**config.mk**
```make
export PLATFORM = sky130hd
export DESIGN_NAME = jitter_buffer_clock_correction
export DESIGN_NICKNAME = d
export VERILOG_FILES = /design/src/hdl/jbcc_pkg.sv /design/src/hdl/jitter_buffer_clock_correction.sv /design/src/hdl/jbcc_div.sv
export SDC_FILE = /design/constraint.sdc
export NUM_CORES = 1
export LEC_CHECK = 0
export BUFFER_PORTS_ARGS = -buffer_cell sky130_fd_sc_hd__buf_2
export CORE_MARGIN = 5
export CORE_UTILIZATION = 45
export DETAILED_ROUTE_END_ITERATION = 10
export GPL_TIMING_DRIVEN = 0
export PLACE_DENSITY = 0.63
export SLEW_MARGIN = 20
export SYNTH_ARGS = -nofsm -noshare
export SYNTH_HDL_FRONTEND = slang
export SYNTH_SLANG_ARGS = --single-unit
```
**constraint.sdc**
```tcl
create_clock -name i_clk -period 13.2 [get_ports i_clk]
set_clock_uncertainty 0.15 [all_clocks]
set_input_delay 2.64 -clock i_clk [delete_from_list [all_inputs] [get_ports i_clk]]
set_output_delay 2.64 -clock i_clk [all_outputs]
set_load 0.01 [all_outputs]
```
**src/hdl/jbcc_pkg.sv**
```systemverilog
// Types and constants of the jitter buffer clock correction block.
package jbcc_pkg;

    // Serial divider sizes: dividend, divisor and iteration counter.
    localparam int DIV_W = 30;
    localparam int DSR_W = 21;
    localparam int CNT_W = $clog2(DIV_W + 1);

    localparam int IN_DATA_W  = 104;
    localparam int OUT_DATA_W = 136;

    localparam logic [19:0]      SAFETY_RST  = 20'd10000;
    localparam logic [29:0]      TICK_NS_RST = 30'd16666667;
    localparam logic [DSR_W-1:0] NS_PER_US   = 21'd1000;

    // Configuration register indexes.
    localparam logic CFG_SAFETY = 1'b0;
    localparam logic CFG_TICK   = 1'b1;

    typedef struct packed {
        logic [2:0]         pad;
        logic [19:0]        jitter_us;
        logic signed [40:0] latest_server_tick;
        logic [39:0]        sim_tick;
    } t_in_data;

    typedef struct packed {
        logic               pad;
        logic [20:0]        target_behind;
        logic signed [41:0] clock_offset;
        logic signed [41:0] clock_error;
        logic signed [29:0] correction_ns;
    } t_out_data;

endpackage

```
**src/hdl/jitter_buffer_clock_correction.sv**
```systemverilog
// Top level of the jitter buffer clock correction block.
//
// One input word per simulation tick on the s_axis channel carries the local
// tick, the newest server tick, the measured jitter and (in tuser) the flag
// that some subscription is active. For each input word exactly one result
// word leaves on the m_axis channel: correction, clock error, clock offset,
// target lag and (in tuser) the request to forget the latest server tick.
// When no server tick is known or nothing is active, the word goes from
// ST_IDLE straight to ST_OUT. Otherwise it takes two passes through the one
// bit-serial divider (tick length in us, then the lag in ticks), then the
// lag update, the error and the scaled correction, each in its own state.
// One word is worked on at a time; a new word is taken once the previous
// one has reached the output register, even while that result is still
// waiting for the receiver. If the receiver stalls, the finished word stays
// in the block until the output register frees up.
// Reset clears the lag to zero and loads the default safety margin and tick
// length. Configuration writes are taken at any edge with i_cfg_we high.
module jitter_buffer_clock_correction (
    input  logic                            i_clk,
    input  logic                            i_rst_n,
    input  logic                            i_cfg_we,
    input  logic                            i_cfg_idx,
    input  logic [29:0]                     i_cfg_data,
    input  logic                            s_axis_tvalid,
    output logic                            s_axis_tready,
    // sim_tick[39:0], latest_server_tick[80:40], jitter_us[100:81], zero pad
    input  logic [jbcc_pkg::IN_DATA_W-1:0]  s_axis_tdata,
    // any_active[0]
    input  logic                            s_axis_tuser,
    output logic                            m_axis_tvalid,
    input  logic                            m_axis_tready,
    // correction_ns[29:0], clock_error[71:30], clock_offset[113:72],
    // target_behind[134:114], zero pad
    output logic [jbcc_pkg::OUT_DATA_W-1:0] m_axis_tdata,
    // reset_latest[0]
    output logic                            m_axis_tuser
);
    import jbcc_pkg::*;

    typedef enum logic [2:0] {
        ST_IDLE,
        ST_DIV1,
        ST_START2,
        ST_DIV2,
        ST_LAG,
        ST_ERR,
        ST_CORR,
        ST_OUT
    } t_state;

    t_state r_state;

    logic [19:0]        r_safety;
    logic [29:0]        r_tick_ns;
    logic [20:0]        r_lag;
    logic [39:0]        r_sim;
    logic signed [40:0] r_latest;
    logic [19:0]        r_jitter;
    logic [20:0]        r_tick_us;
    logic [21:0]        r_comp;
    logic [41:0]        r_off;
    logic [41:0]        r_err;
    logic [29:0]        r_corr;
    logic               r_rst_flag;
    logic               r_m_valid;
    t_out_data          r_m_data;
    logic               r_m_user;

    t_in_data   in_word;
    logic       accept;
    logic       bypass;
    logic       div_start;
    logic       div_done;
    logic [DIV_W-1:0] div_dividend;
    logic [DSR_W-1:0] div_divisor;
    logic [DIV_W-1:0] div_quotient;
    logic [21:0] num;
    logic [21:0] lag_ext;
    logic [21:0] lag_diff;
    logic        err_neg;
    logic        err_pos;
    logic        err_big;
    logic [2:0]  steps_mag;
    logic [32:0] prod;
    logic [29:0] mag;
    logic        out_free;

    assign in_word       = t_in_data'(s_axis_tdata);
    assign s_axis_tready = (r_state == ST_IDLE) && i_rst_n;
    assign accept        = s_axis_tvalid && s_axis_tready;
    assign bypass        = in_word.latest_server_tick[40] || !s_axis_tuser;
    assign out_free      = !r_m_valid || m_axis_tready;

    // The divider first turns the tick length into microseconds, then
    // computes the rounded-up lag from jitter plus safety margin.
    assign num = {2'b00, r_jitter} + {2'b00, r_safety} + {1'b0, r_tick_us} - 22'd1;
    assign div_start    = (accept && !bypass) || (r_state == ST_START2);
    assign div_dividend = (r_state == ST_IDLE) ? r_tick_ns : {8'd0, num};
    assign div_divisor  = (r_state == ST_IDLE) ? NS_PER_US : r_tick_us;

    jbcc_div u_div (
        .i_clk      (i_clk),
        .i_rst_n    (i_rst_n),
        .i_start    (div_start),
        .i_dividend (div_dividend),
        .i_divisor  (div_divisor),
        .o_done     (div_done),
        .o_quotient (div_quotient)
    );

    assign lag_ext  = {1'b0, r_lag};
    assign lag_diff = (r_comp > lag_ext) ? (r_comp - lag_ext) : (lag_ext - r_comp);

    // The error is clamped to four ticks; a full clamp divides by 8, else by 64.
    assign err_neg = r_err[41];
    assign err_pos = !r_err[41] && (r_err != '0);
    assign err_big = err_neg ? ($signed(r_err) <= -42'sd4) : ($signed(r_err) >= 42'sd4);
    assign steps_mag = err_big ? 3'd4 : (err_neg ? (~r_err[2:0] + 3'd1) : r_err[2:0]);
    assign prod = steps_mag[2] ? {1'b0, r_tick_ns, 2'b00}
                : ((steps_mag[1] ? {2'b00, r_tick_ns, 1'b0} : 33'd0)
                 + (steps_mag[0] ? {3'b000, r_tick_ns} : 33'd0));
    assign mag = err_big ? prod[32:3] : {3'b000, prod[32:6]};

    always_ff @(posedge i_clk) begin
        if (!i_rst_n) begin
            r_state   <= ST_IDLE;
            r_safety  <= SAFETY_RST;
            r_tick_ns <= TICK_NS_RST;
            r_lag     <= '0;
            r_m_valid <= 1'b0;
        end else begin
            if (i_cfg_we) begin
                case (i_cfg_idx)
                    CFG_SAFETY: r_safety  <= i_cfg_data[19:0];
                    CFG_TICK:   r_tick_ns <= i_cfg_data;
                    default:    r_safety  <= r_safety;
                endcase
            end

            // In ST_OUT a word that leaves is replaced by the next one below.
            if (r_m_valid && m_axis_tready && r_state != ST_OUT) begin
                r_m_valid <= 1'b0;
            end

            case (r_state)
                ST_IDLE: begin
                    if (accept) begin
                        r_sim      <= in_word.sim_tick;
                        r_latest   <= in_word.latest_server_tick;
                        r_jitter   <= in_word.jitter_us;
                        r_off      <= '0;
                        r_err      <= '0;
                        r_corr     <= '0;
                        r_rst_flag <= !in_word.latest_server_tick[40] && !s_axis_tuser;
                        r_state    <= bypass ? ST_OUT : ST_DIV1;
                    end
                end
                ST_DIV1: begin
                    if (div_done) begin
                        r_tick_us <= (div_quotient == '0) ? 21'd1 : div_quotient[20:0];
                        r_state   <= ST_START2;
                    end
                end
                ST_START2: begin
                    r_state <= ST_DIV2;
                end
                ST_DIV2: begin
                    if (div_done) begin
                        r_comp  <= div_quotient[21:0];
                        r_state <= ST_LAG;
                    end
                end
                ST_LAG: begin
                    if (r_lag == '0 || lag_diff >= 22'd2) begin
                        r_lag <= r_comp[20:0];
                    end
                    r_off   <= {2'b00, r_sim} - {r_latest[40], r_latest};
                    r_state <= ST_ERR;
                end
                ST_ERR: begin
                    r_err   <= r_off + {21'd0, r_lag};
                    r_state <= ST_CORR;
                end
                ST_CORR: begin
                    r_corr  <= err_pos ? (30'd0 - mag) : mag;
                    r_state <= ST_OUT;
                end
                ST_OUT: begin
                    if (out_free) begin
                        r_m_valid              <= 1'b1;
                        r_m_data.pad           <= 1'b0;
                        r_m_data.target_behind <= r_lag;
                        r_m_data.clock_offset  <= r_off;
                        r_m_data.clock_error   <= r_err;
                        r_m_data.correction_ns <= r_corr;
                        r_m_user               <= r_rst_flag;
                        r_state                <= ST_IDLE;
                    end
                end
                default: begin
                    r_state <= ST_IDLE;
                end
            endcase
        end
    end

    assign m_axis_tvalid = r_m_valid;
    assign m_axis_tdata  = OUT_DATA_W'(r_m_data);
    assign m_axis_tuser  = r_m_user;

endmodule

```
**src/hdl/jbcc_div.sv**
```systemverilog
// Bit-serial restoring divider: one quotient bit per clock cycle.
module jbcc_div (
    input  logic                       i_clk,
    input  logic                       i_rst_n,
    input  logic                       i_start,
    input  logic [jbcc_pkg::DIV_W-1:0] i_dividend,
    input  logic [jbcc_pkg::DSR_W-1:0] i_divisor,
    output logic                       o_done,
    output logic [jbcc_pkg::DIV_W-1:0] o_quotient
);
    import jbcc_pkg::*;

    logic             r_busy;
    logic             r_done;
    logic [CNT_W-1:0] r_cnt;
    logic [DSR_W-1:0] r_rem;
    logic [DSR_W-1:0] r_dsr;
    logic [DIV_W-1:0] r_quo;

    logic [DSR_W:0]   shifted;
    logic [DSR_W+1:0] trial;
    logic             fits;

    // Bring the next dividend bit into the partial remainder and try the subtract.
    assign shifted = {r_rem, r_quo[DIV_W-1]};
    assign trial   = {1'b0, shifted} - {2'b00, r_dsr};
    assign fits    = !trial[DSR_W+1];

    always_ff @(posedge i_clk) begin
        if (!i_rst_n) begin
            r_busy <= 1'b0;
            r_done <= 1'b0;
            r_cnt  <= '0;
        end else begin
            r_done <= 1'b0;
            if (i_start) begin
                r_busy <= 1'b1;
                r_cnt  <= CNT_W'(DIV_W);
            end else if (r_busy) begin
                r_cnt <= r_cnt - 1'b1;
                if (r_cnt == CNT_W'(1)) begin
                    r_busy <= 1'b0;
                    r_done <= 1'b1;
                end
            end
        end
    end

    always_ff @(posedge i_clk) begin
        if (i_start) begin
            r_rem <= '0;
            r_dsr <= i_divisor;
            r_quo <= i_dividend;
        end else if (r_busy) begin
            r_rem <= fits ? trial[DSR_W-1:0] : shifted[DSR_W-1:0];
            r_quo <= {r_quo[DIV_W-2:0], fits};
        end
    end

    assign o_done     = r_done;
    assign o_quotient = r_quo;

endmodule

```
# Word level (Yosys, flattened, before mapping)
# Index checks and enable logic that the tools add are counted.
[totals]
ff_bits = 549
latch_bits = 0
ramBits = 0
rom_bits = 0
inputBits = 141
output_inout_bits = 139
elab_cells = 130
n_memories = 0
[op_classes]
add_sub_neg = 12
mul = 0
div = 0
order_cmp = 4
n_eq_ne = 13
n_shift = 0
n_mux = 33
bitwise_logic = 4
n_reduce_logical = 38
[ops]
columns = ["cell", "n"]
rows = [
  ["two-way mux 30 bit", 6],
  ["one-hot mux 42 bit (2 select lines)", 2],
  ["one-hot mux 30 bit (2 select lines)", 1],
  ["adder 42 x 21 -> 42 bit", 1],
  [">= comparator 42 x 4 -> 1 bit (second input constant)", 1],
  ["less-or-equal comparator 42 x 3 -> 1 bit (second input constant)", 1],
  ["two-way mux 42 bit", 1],
  ["nonzero test 42 bit", 1],
  ["subtractor 41 x 41 -> 42 bit", 1],
  ["adder 31 x 30 -> 32 bit", 1],
  ["two-way mux 32 bit", 1],
  ["two-way mux 31 bit", 1],
  ["zero test 30 bit", 1],
  ["subtractor 1 x 29 -> 30 bit (first input constant)", 1],
  ["two-way mux 29 bit", 1],
  ["one-hot mux 3 bit (8 select lines)", 1],
  ["subtractor 22 x 21 -> 23 bit", 1],
  ["adder 21 x 21 -> 22 bit", 1],
  [">= comparator 22 x 2 -> 1 bit (second input constant)", 1],
  ["greater-than comparator 22 x 21 -> 1 bit", 1],
  ["two-way mux 22 bit", 1],
  ["subtractor 21 x 22 -> 22 bit", 1],
  ["subtractor 22 x 1 -> 22 bit (second input constant)", 1],
  ["subtractor 22 x 21 -> 22 bit", 1],
  ["27 further kinds", 74],
]

# Longest topological paths before layout
# Gate-level depths: netlist (run 1).
[depth]
depth_word = 11
mapped_depth = 26

# By module
# A second synthesis (run 1) with hierarchy kept.
[unflattened]
cells_unflattened = 3178
hier_area_um2 = 32326.0
[modules_own_cells]
columns = ["module", "n_inst", "cells_per_inst", "area_per_inst_um2", "seq_area_each_um2"]
rows = [
  ["jitter_buffer_clock_correction", 1, 2775, 28094.4, 13362.8],
  ["jbcc_div", 1, 403, 4231.6, 2092.0],
]

# Worst setup path before layout (run 1)
# No wires, ideal clock.
[synth_timing]
path_type = "input port to flip-flop"
start = "input i_rst_n"
end = "register r_m_data, in the netlist m_axis_tdata[0], enable pin"
arrival_time_ns = 13.122
required_ns = 12.224
path_slack_ns = -0.898
cell_stages = 4
path_cell_list = "clkbuf_1 clkinv_1 clkbuf_1 nor3b_1"
[synth_via]
elab_chain_cells = 1
[synth_rtl]
columns = ["item", "line_no", "source"]
rows = [
  ["start, declared", "jitter_buffer_clock_correction.sv:20", "input logic i_rst_n,"],
  ["AND reduction 3 bit (no source line)", "n/a", ""],
  ["end, declared", "jitter_buffer_clock_correction.sv:66", "t_out_data r_m_data;"],
]
# Every way passes these cells.
# A chain may end at the register's enable or synchronous reset.

# Worst setup path after layout (run 1)
[layout_timing]
start = "register r_err[0]"
end = "register r_corr[27], data pin"
[layout_via]
elab_chain_cells = 11
elab_cells_between_ends = 17
classes_between = "3 x add/sub; 2 x order compare; 9 x mux; 1 x bitwise; 2 x reduce/logical"
[layout_rtl]
columns = ["item", "line_no", "source"]
rows = [
  ["start, declared", "jitter_buffer_clock_correction.sv:62", "logic [41:0] r_err;"],
  ["start signal, assigned", "jitter_buffer_clock_correction.sv:181", "r_err <= r_off + {21'd0, r_lag};"],
  ["branches (longest 9 deep; another with >= comparator 42 x 4 -> 1 bit)", "n/a", ""],
  ["two-way mux 30 bit (*)", "jitter_buffer_clock_correction.sv:185", "r_corr <= err_pos ? (30'd0 - mag) : mag;"],
  ["one-hot mux 30 bit (2 select lines) (*)", "jitter_buffer_clock_correction.sv:145", "case (r_state)"],
  ["end signal, assigned", "jitter_buffer_clock_correction.sv:185", ""],
  ["end, declared", "jitter_buffer_clock_correction.sv:63", "logic [29:0] r_corr;"],
]
# Mark *: on every way between the ends.

==> qor.csv, run 1 <==
stage,metric,value,unit
timing,WHS,0.2540,ns
status,status,"complete, no violations",
logic_synthesis,"Avg Cell Area, Syn",10.04,µm²
setup_path,Worst Reg-to-Reg Cells,25,
logic_synthesis,Post-synth EDFFs,446,
placed_design,placed wire-length estimate,73010,µm
clock_network,register clock-pin slew on the reported worst setup and hold paths,0.06,ns
power,"Power, Total",6368,µW
clock_network,H-tree Lvls,2,
clock_network,clock latency on the worst-skew pair,0.64,ns
logic_synthesis,Yosys cell types,92,
logic_synthesis,asr flop ratio synth,0,
power,PwrDens,175.3,nW/µm²
clock_network,hold buffers post-CTS,0,
setup_path,worst endpoint data arrival time,10.23,ns
setup_path,CP dominant cell by count,clkbuf_1,
detailed_routing,DR vias,25300,
setup_path,Critical R2R Capture,r_corr[27]$_SDFFCE_PN0P_,
logic_synthesis,Syn Inst Count,3131,
timing,fin. max-slew vios,0,
setup_path,crit path from,r_err[0]$_SDFFCE_PN0P_,
timing,Final Hold Vio Count,0,
clock_network,CTS sink count,549,
floorplanning,Std-Cell Rows,97,
clock_network,total CTS buffers,57,
global_route,GRT Total Usage,0.2428,
setup_path,crit-path max FO,10,
floorplanning,die area,75270,µm²
placed_design,gpl congestion,0.9565,
clock_network,CTS resizes,0,
worst_hold_path,Tightest Hold Check Type,reg -> reg,
logic_synthesis,Synth warnings,0,
setup_path,r2r startpoint,r_err[0]$_SDFFCE_PN0P_,
setup_path,max incr delay on CP,0.60,ns
global_route,initial antenna violation count,5,
global_route,first-pass GRT wire length,141800,µm
detailed_routing,drt first-iter violations,1840,
clock_network,CTS root buf,clkbuf_16,
clock_network,Longest Clk Path Bufs,3,
timing,Worst-Margin Slew,1.058,ns
setup_path,number of cells on the critical path,25,
timing,fmax,99.60,MHz
detailed_routing,total wire length,93750,µm
setup_path,"delay-heaviest family, CP",simple AND/OR/NAND/NOR gates,
clock_network,TritonCTS clock tree,yes,
setup_path,worst reg-to-reg setup slack,3.16,ns
setup_path,CP bufs+invs,6,
global_route,largest net degree at the start of global routing,31,
setup_path,Worst path slowest cell,nand2_1,
setup_path,crit end category,flip-flop,
global_route,gr ovfl total,0,
detailed_routing,antenna-violating nets left,0,
detailed_routing,vias per cell,5.647,
timing,final setup fails,0,
cells_and_area,layout cells sized above 1,0.1321,
power,Leakage Power,0.01450,µW
timing,Tmin final,10.04,ns
timing,RSZ-0062 raised after global routing,no,
setup_path,crit path to,r_corr[27]$_SDFFCE_PN0P_,
cells_and_area,fin nets,3854,
logic_synthesis,dominant synthesized flop cell,edfxtp_1,
floorplanning,initial core utilization,0.4514,
global_route,vias in the first global route,23900,
job,MaxCap Viol Count,0,
floorplanning,Die W,274.4,µm
timing,Final period util,0.7606,
logic_synthesis,Synthesized Nets,3499,
setup_path,WP data required,13.39,ns
timing,Max-slew headroom,0.2878,
detailed_routing,DRC,0,
detailed_routing,mean routed wirelength per cell,20.93,µm
floorplanning,IO Pins,280,
cells_and_area,layout overhead on the synthesized area,15.53,%
setup_path,startpoint types,flip-flop,
setup_path,Setup Crit Path Kind,reg -> reg,
logic_synthesis,Seq cells post-synth,549,
placed_design,Buffers on Ports,274,
power,Max IR drop VDD,0.1118,mV
clock_network,postcts setup bufs,0,
logic_synthesis,sequential area share after synthesis,0.4914,
floorplanning,Die Y,274.4,µm
detailed_routing,Detailed Routing Iterations Pass 1,6,
floorplanning,CORE AREA,69660,µm²
logic_synthesis,synthesized area,31450,µm²
-- metrics by stage --
step                instances    util  TNS [ns]  setup slack, ns  area [µm²]
finish                   4479  0.5215         0            3.160       36330
global route             4474  0.5214         0            2.850       36320
CTS                      4474  0.5214         0            3.495       36320
detailed placement       4367  0.4938         0            3.518       34400
global placement         4345  0.4881    -77.96           -1.560       34010
floorplan                3131       -         0            3.234       31460
-- layer usage --
metal  track usage  share of wire
met3       0.04848          0.075
met4       0.09492          0.041
met2        0.3861           0.45
met5             0        0.00014
met1        0.3284           0.43
-- layout by cell type, fill, tap and decap left out, types with 27 or more instances in the layout --
cell type and n:
a21o_1 53, a31oi_1 30, a21boi_0 27, nor4_1 46, or3_1 31, buf_2 281, nand4_1 40, nand3_1 63
ha_1 202, inv_1 263, xor2_1 64, xnor2_1 54, dfxtp_1 103, o21ai_0 170, nor2_1 236, clkbuf_1 123
o211ai_1 32, edfxtp_1 446, nand2_1 279, nor2b_1 43, and3_1 92, clkbuf_16 57, nor3_1 81, a211oi_1 39
a21oi_1 224
-- worst reg2reg max path, cell delays in order, from the launching register on --
cell       delay (ns)
edfxtp_1         0.53
clkbuf_1         0.45
inv_1            0.09
ha_1             0.26
nand2b_1         0.31
nor4_1           0.55
nand3_1          0.54
nand2_1          0.60
clkbuf_1         0.50
clkbuf_1         0.46
buf_1            0.48
clkbuf_1         0.44
and3_1           0.23
ha_1             0.26
nand2_1          0.13
nor3_1           0.51
or4b_1           0.57
a21oi_1          0.42
nor3_1           0.11
xnor2_1          0.19
a211oi_1         0.37
o2111ai_1        0.35
or2_2            0.43
or4b_1           0.52
o21ai_0          0.18
a31oi_1          0.10
-- flip-flops by register name (all words and copies together) (netlist names), 22 cells and up --
signal	flops
m_axis_tdata	135
r_comp	22
r_corr	30
r_err	42
r_latest	41
r_off	42
r_sim	40
r_tick_ns	30
u_div.o_quotient	30
-- report_power, final --
group          internal, µW  total, µW  switching [µW]  leakage (µW)
Clock                   936       1630             697      0.000922
Sequential             2240       2510             269       0.00496
Combinational           823       2220            1400       0.00862
Total                  4000       6370            2370        0.0145
-- how the worst min path moves through the flow --
stage,from,endpoint,slack (ns),cells past startpoint
global route,r_corr[0]$_SDFFCE_PN0P_,m_axis_tdata[0]$_DFFE_PP_,0.27,0
finish,r_corr[0]$_SDFFCE_PN0P_,m_axis_tdata[0]$_DFFE_PP_,0.25,0
CTS,r_corr[2]$_SDFFCE_PN0P_,m_axis_tdata[2]$_DFFE_PP_,0.27,0
detailed placement,r_corr[11]$_SDFFCE_PN0P_,m_axis_tdata[11]$_DFFE_PP_,0.25,0
global placement,r_corr[25]$_SDFFCE_PN0P_,m_axis_tdata[25]$_DFFE_PP_,0.25,0
floorplan,r_corr[0]$_SDFFCE_PN0P_,m_axis_tdata[0]$_DFFE_PP_,0.25,0
-- Yosys cell counts, types with 54 or more instances --
| library cell | n | area (µm²) |
|---|---|---|
| a21oi_1 | 225 | 1126 |
| dfxtp_1 | 103 | 2062 |
| nand3_1 | 63 | 315.3 |
| inv_1 | 264 | 991.0 |
| clkbuf_1 | 113 | 424.2 |
| ha_1 | 202 | 2527 |
| nor2_1 | 236 | 885.9 |
| o21ai_0 | 170 | 850.8 |
| nand2_1 | 279 | 1047 |
| nor3_1 | 82 | 410.4 |
| xor2_1 | 64 | 560.5 |
| edfxtp_1 | 446 | 13390 |
| a21o_1 | 54 | 405.4 |
| xnor2_1 | 54 | 473.0 |
| and3_1 | 92 | 575.6 |
-- layout make-up --
| class | count | area [µm²] |
|---|---|---|
| fill | 6384 | 33330 |
| sequential | 549 | 15450 |
| multi-input combinational | 2175 | 14460 |
| timing repair buffer | 296 | 1727 |
| clock buffer | 71 | 1509 |
| tap | 940 | 1176 |
| inverter | 265 | 994.7 |
| buffer | 142 | 593.1 |
| clock inverter | 36 | 410.4 |
| antenna | 5 | 12.51 |
-- logic make-up (layout without fill, tap and decap cells) --
group / count (synthesis) / in the layout / share of synthesized area
adders and majority gates: 227 / 227 / 0.09628
DFF: 549 / 549 / 0.4914
xor gates and xnor gates: 118 / 118 / 0.03286
other: 1 / 6 / 0.0001192
AOI/OAI and AO/OA: 758 / 758 / 0.1540
buffers and inverters: 407 / 810 / 0.05045
muxes: 32 / 32 / 0.01046
and+or+nand+nor: 1039 / 1039 / 0.1644
Note: power is estimated with default switching activity, not from simulation.
==> run 2: changes to the inputs <==
--- a/config.mk
+++ b/config.mk
@@ -10,7 +10,7 @@
 export CORE_UTILIZATION = 45
 export DETAILED_ROUTE_END_ITERATION = 10
 export GPL_TIMING_DRIVEN = 0
-export PLACE_DENSITY = 0.63
+export PLACE_DENSITY = 0.61
 export SLEW_MARGIN = 20
 export SYNTH_ARGS = -nofsm -noshare
 export SYNTH_HDL_FRONTEND = slang
==> constraint.sdc (replaced) <==
create_clock -name i_clk -period 9.81 [get_ports i_clk]
set_clock_uncertainty 0.15 [all_clocks]
set_input_delay 1.962 -clock i_clk [delete_from_list [all_inputs] [get_ports i_clk]]
set_output_delay 1.962 -clock i_clk [all_outputs]
set_load 0.01 [all_outputs]
==> run 2 against run 1 <==
Worst hold slack improved by 0.012 ns. Flip-flop and latch count did not move. Fmax rose by 6.5%. Critical endpoint unchanged. Highest routed layer unchanged.
==> qor.csv, run 2 (same netlist as run 1, synthesis figures left out) <==
stage,metric,value,unit
timing,Tmin final,9.429,ns
setup_path,CP dominant cell by count,clkbuf_1,
floorplanning,IO Pins,280,
global_route,first-pass GRT wire length,141700,µm
clock_network,TritonCTS clock tree,yes,
setup_path,crit end category,flip-flop,
global_route,GRT Total Usage,0.2423,
placed_design,Inst Count DP,4366,
cells_and_area,layout overhead on the synthesized area,16.13,%
setup_path,WP data required,10.00,ns
cells_and_area,max reg flops,135,
floorplanning,Die W,274.4,µm
setup_path,startpoint types,flip-flop,
clock_network,H-tree Lvls,2,
worst_hold_path,hold path depth,0,
clock_network,Longest Clk Path Bufs,3,
detailed_routing,vias per cell,5.624,
cells_and_area,final std cells w/o fill,4480,
setup_path,CP bufs+invs,6,
cells_and_area,layout cells sized above 1,0.1340,
timing,Worst-Margin Slew,1.124,ns
detailed_routing,total wire length,93540,µm
power,"Power, Total",8755,µW
placed_design,Buffers on Ports,274,
clock_network,clock latency on the worst-skew pair,0.65,ns
detailed_routing,DRC,0,
floorplanning,Die Y,274.4,µm
floorplanning,die area,75270,µm²
floorplanning,Std-Cell Rows,97,
timing,final setup fails,0,
floorplanning,initial core utilization,0.4514,
global_route,vias in the first global route,23670,
job,MaxCap Viol Count,0,
detailed_routing,antenna-violating nets left,0,
timing,RSZ-0062 raised after global routing,no,
setup_path,"delay-heaviest family, CP",simple AND/OR/NAND/NOR gates,
worst_hold_path,Tightest Hold Check Type,reg -> reg,
clock_network,total CTS buffers,58,
timing,Final Hold Vio Count,0,
setup_path,max incr delay on CP,0.62,ns
power,Leakage Power,0.01459,µW
setup_path,Setup Crit Path Kind,reg -> reg,
clock_network,CTS root buf,clkbuf_16,
detailed_routing,Detailed Routing Iterations Pass 1,6,
detailed_routing,DR vias,25200,
detailed_routing,drt first-iter violations,2165,
clock_network,register clock-pin slew on the reported worst setup and hold paths,0.06,ns
timing,Max-slew headroom,0.2436,
power,Max IR drop VDD,0.1579,mV
timing,setup TNS,0,ns
timing,fin. max-slew vios,0,
timing,fmax,106.1,MHz
cells_and_area,"commonest cells after routing, fill and taps aside","446 x edfxtp_1, 281 x buf_2, 278 x nand2_1, 263 x inv_1, 236 x nor2_1",
clock_network,hold buffers post-CTS,0,
setup_path,worst endpoint data arrival time,9.62,ns
cells_and_area,Filler cells,6456,
timing,Final period util,0.9611,
detailed_routing,mean routed wirelength per cell,20.88,µm
global_route,initial antenna violation count,8,
setup_path,crit-path max FO,10,
global_route,largest net degree at the start of global routing,31,
status,status,"complete, no violations",
placed_design,placed wire-length estimate,72550,µm
setup_path,number of cells on the critical path,25,
setup_path,Worst path slowest cell,nor4_1,
global_route,gr ovfl total,0,
floorplanning,CORE AREA,69660,µm²
setup_path,Worst Reg-to-Reg Cells,25,
cells_and_area,fin nets,3854,
cells_and_area,"most common cell after layout, fill and taps aside",edfxtp_1,
clock_network,CTS sink count,549,
power,PwrDens,239.7,nW/µm²
placed_design,gpl congestion,0.9573,
-- run 2: stage by stage --
step                      hold slack [ns]  instance area (µm²)    util  worst slack [ns]
after floorplan                    0.2503                31460       -            0.5222
after global placement             0.2514                34010  0.4881            -4.484
after detailed placement           0.2545                34410  0.4939            0.2442
after CTS                          0.2639                36510  0.5240            0.1853
after global routing               0.2744                36510  0.5241          0.001255
final                              0.2662                36520  0.5243            0.3814
-- run 2: worst register-to-register path, cell delays in order, from the launching register on --
cell and delay (ns):
edfxtp_1 0.61, clkbuf_1 0.39, inv_1 0.09, ha_1 0.26
nand2b_1 0.32, nor4_1 0.62, nand3_1 0.51, nand2_2 0.41
clkbuf_2 0.37, clkbuf_1 0.42, buf_1 0.49, clkbuf_1 0.42
and3_1 0.24, ha_1 0.15, nand4_1 0.17, nor3_1 0.51
or4b_1 0.55, a21oi_1 0.35, nor3_1 0.11, xnor2_1 0.17
a211oi_1 0.30, o2111ai_1 0.33, or2_2 0.42, or4b_1 0.51
o21ai_0 0.18, a31oi_1 0.11
-- run 2: what timing repair did --
action,in CTS,in global routing
resized for setup,0,4
setup endpoints to repair,0,12
setup buffers,0,0
-- run 2: report_power, final --
part / internal [µW] / switching [µW]
sequential: 3020 / 361
combinational: 1110 / 1890
clock: 1410 / 970
total: 5530 / 3220
-- run 2: per-layer routing --
metal,track usage,wire length (µm)
met1,0.3423,41110
met2,0.3847,42140
met3,0.04043,7283
met4,0.07381,2957
met5,0,42
-- run 2: path summary, 6_finish.rpt --
kind / startpoint / end / slack, ns
setup / recovery: r_err[0]$_SDFFCE_PN0P_ / r_corr[27]$_SDFFCE_PN0P_ / 0.38
hold / removal: r_corr[14]$_SDFFCE_PN0P_ / m_axis_tdata[14]$_DFFE_PP_ / 0.27
setup reg to reg: r_err[0]$_SDFFCE_PN0P_ / r_corr[27]$_SDFFCE_PN0P_ / 0.38
hold reg to reg: r_corr[14]$_SDFFCE_PN0P_ / m_axis_tdata[14]$_DFFE_PP_ / 0.27
-- run 2: final cells by class --
| cell class | instances | area (µm²) | area share |
|---|---|---|---|
| Buffer | 142 | 594.3 | 0.01627 |
| Clock inverter | 37 | 529.3 | 0.01449 |
| Antenna cell | 4 | 10.01 | 0.0002741 |
| Multi-Input combinational cell | 2175 | 14460 | 0.3959 |
| Tap cell | 940 | 1176 | 0.03220 |
| Inverter | 265 | 994.7 | 0.02724 |
| Timing Repair Buffer | 295 | 1737 | 0.04755 |
| Sequential cell | 549 | 15450 | 0.4232 |
| Clock buffer | 73 | 1569 | 0.04296 |
